$ cat src/rtl/skmap_pkg.sv
`default_nettype none

package skmap_pkg;

    localparam int KEY_W   = 32;
    localparam int VALUE_W = 32;
    localparam int ENTRY_W = KEY_W + VALUE_W;

    localparam logic OP_ADD    = 1'b0;
    localparam logic OP_LOOKUP = 1'b1;

    localparam logic [1:0] ST_FOUND     = 2'd0;
    localparam logic [1:0] ST_INSERTED  = 2'd1;
    localparam logic [1:0] ST_DUPLICATE = 2'd2;
    localparam logic [1:0] ST_FULL      = 2'd3;

    typedef struct packed {
        logic               operation;
        logic [KEY_W-1:0]   key;
        logic [VALUE_W-1:0] given_value;
        logic               is_dir;
    } t_in_item;

    typedef struct packed {
        logic [VALUE_W-1:0] value;
        logic [1:0]         status;
    } t_out_item;

    // Commands from the controller to the datapath.
    typedef struct packed {
        logic       load;       // capture the item and start the search
        logic       probe_rd;   // read the middle entry of the search window
        logic       probe_step; // narrow the search window
        logic       pos_rd;     // read the entry at the found position
        logic       shift_init; // start the shift pointer at the entry count
        logic       shift_rd;   // read the entry below the shift pointer
        logic       shift_wr;   // move that entry up by one place
        logic       insert;     // write the new pair and bump the count
        logic       load_out;   // load the result register
        logic [1:0] res_status;
    } t_cmd;

    // Status from the datapath to the controller.
    typedef struct packed {
        logic n_zero;
        logic present;
        logic full;
        logic at_pos;
        logic is_add;
    } t_sts;

endpackage

`default_nettype wire

$ cat src/rtl/skmap_ctrl.sv
`default_nettype none

module skmap_ctrl
    import skmap_pkg::*;
(
    input  wire logic i_clk,
    input  wire logic i_rst_n,
    input  wire logic i_in_valid,
    output logic      o_in_stall,
    output logic      o_out_valid,
    input  wire logic i_out_stall,
    input  wire t_sts i_sts,
    output t_cmd      o_cmd
);

    typedef enum logic [6:0] {
        S_IDLE     = 7'b0000001,
        S_PROBE    = 7'b0000010,
        S_STEP     = 7'b0000100,
        S_CHECK    = 7'b0001000,
        S_SHIFT    = 7'b0010000,
        S_SHIFT_WR = 7'b0100000,
        S_INSERT   = 7'b1000000
    } t_state;

    t_state r_state;
    t_state n_state;
    logic   r_out_valid;
    logic   n_out_valid;
    logic   out_free;

    assign out_free = !r_out_valid || !i_out_stall;

    always_comb begin
        n_state = r_state;
        o_cmd   = '0;
        case (r_state)
            S_IDLE: begin
                if (i_in_valid) begin
                    o_cmd.load = 1'b1;
                    n_state    = S_PROBE;
                end
            end
            S_PROBE: begin
                if (i_sts.n_zero) begin
                    o_cmd.pos_rd = 1'b1;
                    n_state      = S_CHECK;
                end else begin
                    o_cmd.probe_rd = 1'b1;
                    n_state        = S_STEP;
                end
            end
            S_STEP: begin
                o_cmd.probe_step = 1'b1;
                n_state          = S_PROBE;
            end
            S_CHECK: begin
                // The read data holds while the result register is still occupied.
                if (i_sts.present) begin
                    if (out_free) begin
                        o_cmd.load_out   = 1'b1;
                        o_cmd.res_status = i_sts.is_add ? ST_DUPLICATE : ST_FOUND;
                        n_state          = S_IDLE;
                    end
                end else if (i_sts.full) begin
                    if (out_free) begin
                        o_cmd.load_out   = 1'b1;
                        o_cmd.res_status = ST_FULL;
                        n_state          = S_IDLE;
                    end
                end else begin
                    o_cmd.shift_init = 1'b1;
                    n_state          = S_SHIFT;
                end
            end
            S_SHIFT: begin
                if (i_sts.at_pos) begin
                    n_state = S_INSERT;
                end else begin
                    o_cmd.shift_rd = 1'b1;
                    n_state        = S_SHIFT_WR;
                end
            end
            S_SHIFT_WR: begin
                o_cmd.shift_wr = 1'b1;
                n_state        = S_SHIFT;
            end
            S_INSERT: begin
                if (out_free) begin
                    o_cmd.insert     = 1'b1;
                    o_cmd.load_out   = 1'b1;
                    o_cmd.res_status = ST_INSERTED;
                    n_state          = S_IDLE;
                end
            end
            default: begin
                n_state = S_IDLE;
            end
        endcase
    end

    assign n_out_valid = (r_out_valid && i_out_stall) || o_cmd.load_out;

    always_ff @(posedge i_clk) begin
        if (!i_rst_n) begin
            r_state     <= S_IDLE;
            r_out_valid <= 1'b0;
        end else begin
            r_state     <= n_state;
            r_out_valid <= n_out_valid;
        end
    end

    assign o_in_stall  = (r_state != S_IDLE);
    assign o_out_valid = r_out_valid;

endmodule

`default_nettype wire

$ cat config.mk
export PLATFORM = sky130hd
export DESIGN_NAME = skmap_ctrl
export DESIGN_NICKNAME = d
export VERILOG_FILES = /design/src/rtl/skmap_pkg.sv /design/src/rtl/skmap_ctrl.sv
export SDC_FILE = /design/constraint.sdc
export NUM_CORES = 1
export LEC_CHECK = 0
export BUFFER_PORTS_ARGS = -buffer_cell sky130_fd_sc_hd__clkbuf_2
export CAP_MARGIN = 20
export CORE_MARGIN = 2
export CORE_UTILIZATION = 39
export DETAILED_ROUTE_END_ITERATION = 8
export PLACE_DENSITY = 0.62
export SYNTH_ARGS = -nofsm -noshare
export SYNTH_HDL_FRONTEND = slang
export SYNTH_SLANG_ARGS = --single-unit
$ cat constraint.sdc
create_clock -name i_clk -period 2 [get_ports i_clk]
set_input_delay 0 -clock i_clk [delete_from_list [all_inputs] [get_ports i_clk]]
set_output_delay 0 -clock i_clk [all_outputs]
set_load 0.005 [all_outputs]
== After elaboration in Yosys (flattened, before gate mapping) ==
Index checks and enable logic that the tools add are counted.
Operators by class
  eq/ne operators: 9
  reduce and logical (&&, ||, !) cells: 5
  multiplexer cells: 28
Operators with widths (count)
  $pmux W7 S7: 1
  $mux W7: 5
  $mux W1: 14
  $mux W3: 4
  $mux W4: 2
  $eq A7 B1 Y1 const B: 1
  $eq A7 B2 Y1 const B: 1
  $eq A7 B3 Y1 const B: 1
  $eq A7 B4 Y1 const B: 1
  $eq A7 B5 Y1 const B: 1
  $eq A7 B6 Y1 const B: 1
  $eq A7 B7 Y1 const B: 1
  $ne A7 B1 Y1 const B: 1
  $pmux W3 S2: 1
  $logic_not A1 Y1: 2
  $logic_or A1 B1 Y1: 2
  $mux W2: 1
  $ne A2 B2 Y1 const B: 1
  $logic_and A1 B1 Y1: 1
Storage, ports and cells
  flip-flop bits (word level): 8
  bits of input ports: 9
  word-level logic and storage cells: 44
  output and inout port bits: 13

== Logic depth before layout (Yosys ltp) ==
  depth after elaboration: 7
  mapped depth: 5

== Worst setup path after synthesis ==
Ideal clock, no wire load.
  path type: reg-to-reg
  from: register r_state[5]
  to: register r_state[0]
  stages on the path, launching flop included: 6
  buffers on the path: 1
  arrival: 1.672 ns
  slack: 0.208 ns
  cells stage by stage: dfxtp_1 > buf_6 > or4_1 > a311o_1 > a31o_4 > or2_1
On the way
  cells in the longest elaborated chain, start to end: 2
  elaborated cells on any way between the ends: 9
  those cells by class: eq/ne: 8; mux: 1
Ends and longest elaborated chain
  from (decl): RTL line skmap_ctrl.sv:26  | t_state r_state;
  from (signal assigned): RTL line skmap_ctrl.sv:109  | r_state <= n_state;
  $eq A7 B7 Y1, or another cell as far along: RTL line skmap_ctrl.sv:37  | case (r_state)
  $pmux W7 S7 / $ne A2 B2 Y1 (equally long branches)
Parallel ways exist; a longest one is shown, timed or not.
A chain may end at the register's enable or synchronous reset.

== Worst setup path after layout ==
  from: register r_state[1]
  to: register r_state[0]
Same word-level chain as after synthesis.

==> impl_metrics.env <==
export IMPL_status="completed"
export IMPL_avgSynthCellArea_um2=7.59
export IMPL_period_minus_slack_ns=1.86
export IMPL_dp_hpwl_mm=1.13
export IMPL_holdPathStages=5
export IMPL_worst_r2r_path_depth=4
export IMPL_critPathMaxFanout=7
export IMPL_grt_max_degree=11
export IMPL_cts_tree="built"
export IMPL_fin_nets=111
export IMPL_critPathCaptureType="register"
export IMPL_ir_drop_mv=0.405
export IMPL_setup_tns_ns=0
export IMPL_crit_buf_inv=0
export IMPL_antenna_found_initial=0
export IMPL_synth_nets=84
export IMPL_die_area_um2=1780
export IMPL_synth_seq_area_share_pct=28.1
export IMPL_synthCells=75
export IMPL_finalHoldViolCount=0
export IMPL_root_buffer="clkbuf_4"
export IMPL_routed_via_density=5.39
export IMPL_cpLargestDelayFamily="simple AND/OR/NAND/NOR gates"
export IMPL_num_rows=13
export IMPL_endpoint="r_state[0]"
export IMPL_slew_headroom_pct=62.5
export IMPL_syn2layout_area_growth_pct=30.5
export IMPL_synth_flop_cell="dfxtp_1"
export IMPL_clkSinkCount=8
export IMPL_finClkSkew_ns=0.00961
export IMPL_critPathArrivalTime_ns=2.01
export IMPL_htree_levels=1
export IMPL_required_ns=2.15
export IMPL_final_common_cell="clkbuf_2"
export IMPL_synth_cell_types=31
export IMPL_r2r_start="r_state[1]"
export IMPL_finalSetupViolations=0
export IMPL_p_leak_nw=0.337
export IMPL_slowest_delay_ns=0.49
export IMPL_cp_depth=4
export IMPL_route_detailed_drc=0
export IMPL_wl_per_cell_um=12.7
export IMPL_timing_rr_end="r_state[0]"
export IMPL_ctsLongestPathBuffers=2
export IMPL_yosys_register_bits=8
export IMPL_dr_total_vias=620
export IMPL_gp_congestion=0.833
export IMPL_cts_clk_slew_worst_paths_ns=0.06
export IMPL_final_cell_mix="clkbuf_2 (21), nor2_1 (11), dfxtp_1 (8)"
export IMPL_slowest_stage="or4_4"
export IMPL_clock_latency_ns=0.26
export IMPL_first_global_vias=576
export IMPL_synth_async_reset_ratio_pct=0
export IMPL_drive_gt1_share_pct=32.0
export IMPL_drt_pass1_iterations=5
export IMPL_worstHoldStart="i_out_stall"
export IMPL_grt_use_total_pct=17.9
export IMPL_die_x_um=42.2
export IMPL_r2r_slack_ns=0.14
export IMPL_max_freq_mhz=538
export IMPL_totalPowerFinal_w=0.000455
export IMPL_hp_class="input pin to register"
export IMPL_tightest_slew_ns=0.557
export IMPL_pin_count=22
export IMPL_numCtsBuffers=3
export IMPL_drv_cap=0
export IMPL_coreArea_um2=1330
export IMPL_synth_enable_flop_cells=0
export IMPL_totalWireLength_mm=1.46
export IMPL_drv_slew=0
export IMPL_yosysWarnings=0
export IMPL_rsz0062_at_grt="no"
export IMPL_placed_cells=109
export IMPL_die_h_um=42.2
export IMPL_syn_area_um2=569
export IMPL_worstPathCellList="or3_4 > or4_4 > a31o_4 > or2_1"
export IMPL_grt_overflow=0
export IMPL_worst_setup_path_type="register to register"
export IMPL_power_density_nw_per_um2=613
export IMPL_crit_start="r_state[1]"
export IMPL_grt_pass1_wl_mm=2.46
export IMPL_start_kind="register"
export IMPL_drtAntennaViolNets=0
export IMPL_drt_iter0_markers=13
export IMPL_numPortBuffers=21
export IMPL_diodes=0
export IMPL_start_util_pct=42.7
export IMPL_post_route_period_util_pct=93.0
export IMPL_instances_no_fill=115
==> through the flow <==
step / area (um^2) / hold WS (ns) / worst slack, ns / util (%)
2_1_floorplan: 569 / 0.0311 / 0.208 / -
3_3_place_gp: 686 / 0.202 / 0.186 / 51.4
3_5_place_dp: 686 / 0.207 / 0.145 / 51.4
4_1_cts: 738 / 0.133 / 0.102 / 55.3
5_1_grt: 743 / 0.182 / 0.0622 / 55.7
6_report: 743 / 0.141 / 0.140 / 55.7
==> state kept, by name, summed over array words and instances, names as in the netlist <==
register,cells
r_state,7
o_out_valid,1
==> routing by layer <==
layer	track usage (%)	up-vias	share of wire (%)
met5	0	-	0
met4	3.75	0	0.69
met3	7.76	2	6.4
met2	28.3	21	44
met1	22.5	274	48
li1	-	323	-
==> kinds of logic (layout without fill, tap and decap cells) <==
logic type / Yosys count / after routing / synth area share, %
compound gates: 9 / 9 / 13.6
xor+xnor: 3 / 3 / 4.62
buf+inv: 8 / 33 / 6.59
flops: 8 / 8 / 28.1
mux: 2 / 2 / 3.52
simple gates: 45 / 45 / 43.5
==> worst min-delay path, cell delays in order <==
cell and delay [ns]:
clkbuf_2 0.08, nand2_1 0.09, inv_1 0.09, a21oi_1 0.04, nor2_1 0.07
==> how the worst min path moves through the flow <==
stage,to,slack [ns]
after floorplan,o_cmd[5],0.03
after global placement,r_state[5],0.20
after detailed placement,r_state[5],0.21
after CTS,o_out_valid,0.13
after global routing,o_out_valid,0.18
final,o_out_valid,0.14
==> final cells by class <==
type                       instances  area [um^2]
inverter                           4         15.0
multi-input combinational         59          377
clock buffer                       3         22.5
tap                               15         18.8
timing repair buffer              26          150
sequential                         8          160
fill                             135          591
==> where the power goes <==
group | leakage [nW] | internal, W | total [W] | switching [W]
clock | 0.0138 | 0.0000686 | 0.000123 | 0.0000546
combinational | 0.258 | 0.0000719 | 0.000153 | 0.0000808
sequential | 0.0649 | 0.000169 | 0.000179 | 0.0000107
==> what timing repair did <==
| item | in CTS | in global routing |
|---|---|---|
| gates resized for setup | 0 | 1 |
| endpoints found under the hold margin | 3 | 0 |
| setup endpoints to repair | 0 | 3 |
| buffers inserted | 0 | 0 |
| hold buffers | 3 | 0 |
==> synthesized netlist by cell type, drive strengths merged (3+ instances only) <==
| cell type | number | area (um^2) |
|---|---|---|
| nor2 | 11 | 41.3 |
| nor3 | 9 | 50.1 |
| dfxtp | 8 | 160 |
| nand2 | 5 | 18.8 |
| inv | 4 | 15.0 |
| clkbuf | 3 | 11.3 |
| nand3 | 3 | 15.0 |
| nor4 | 3 | 18.8 |
(Power assumes the default switching activity.)
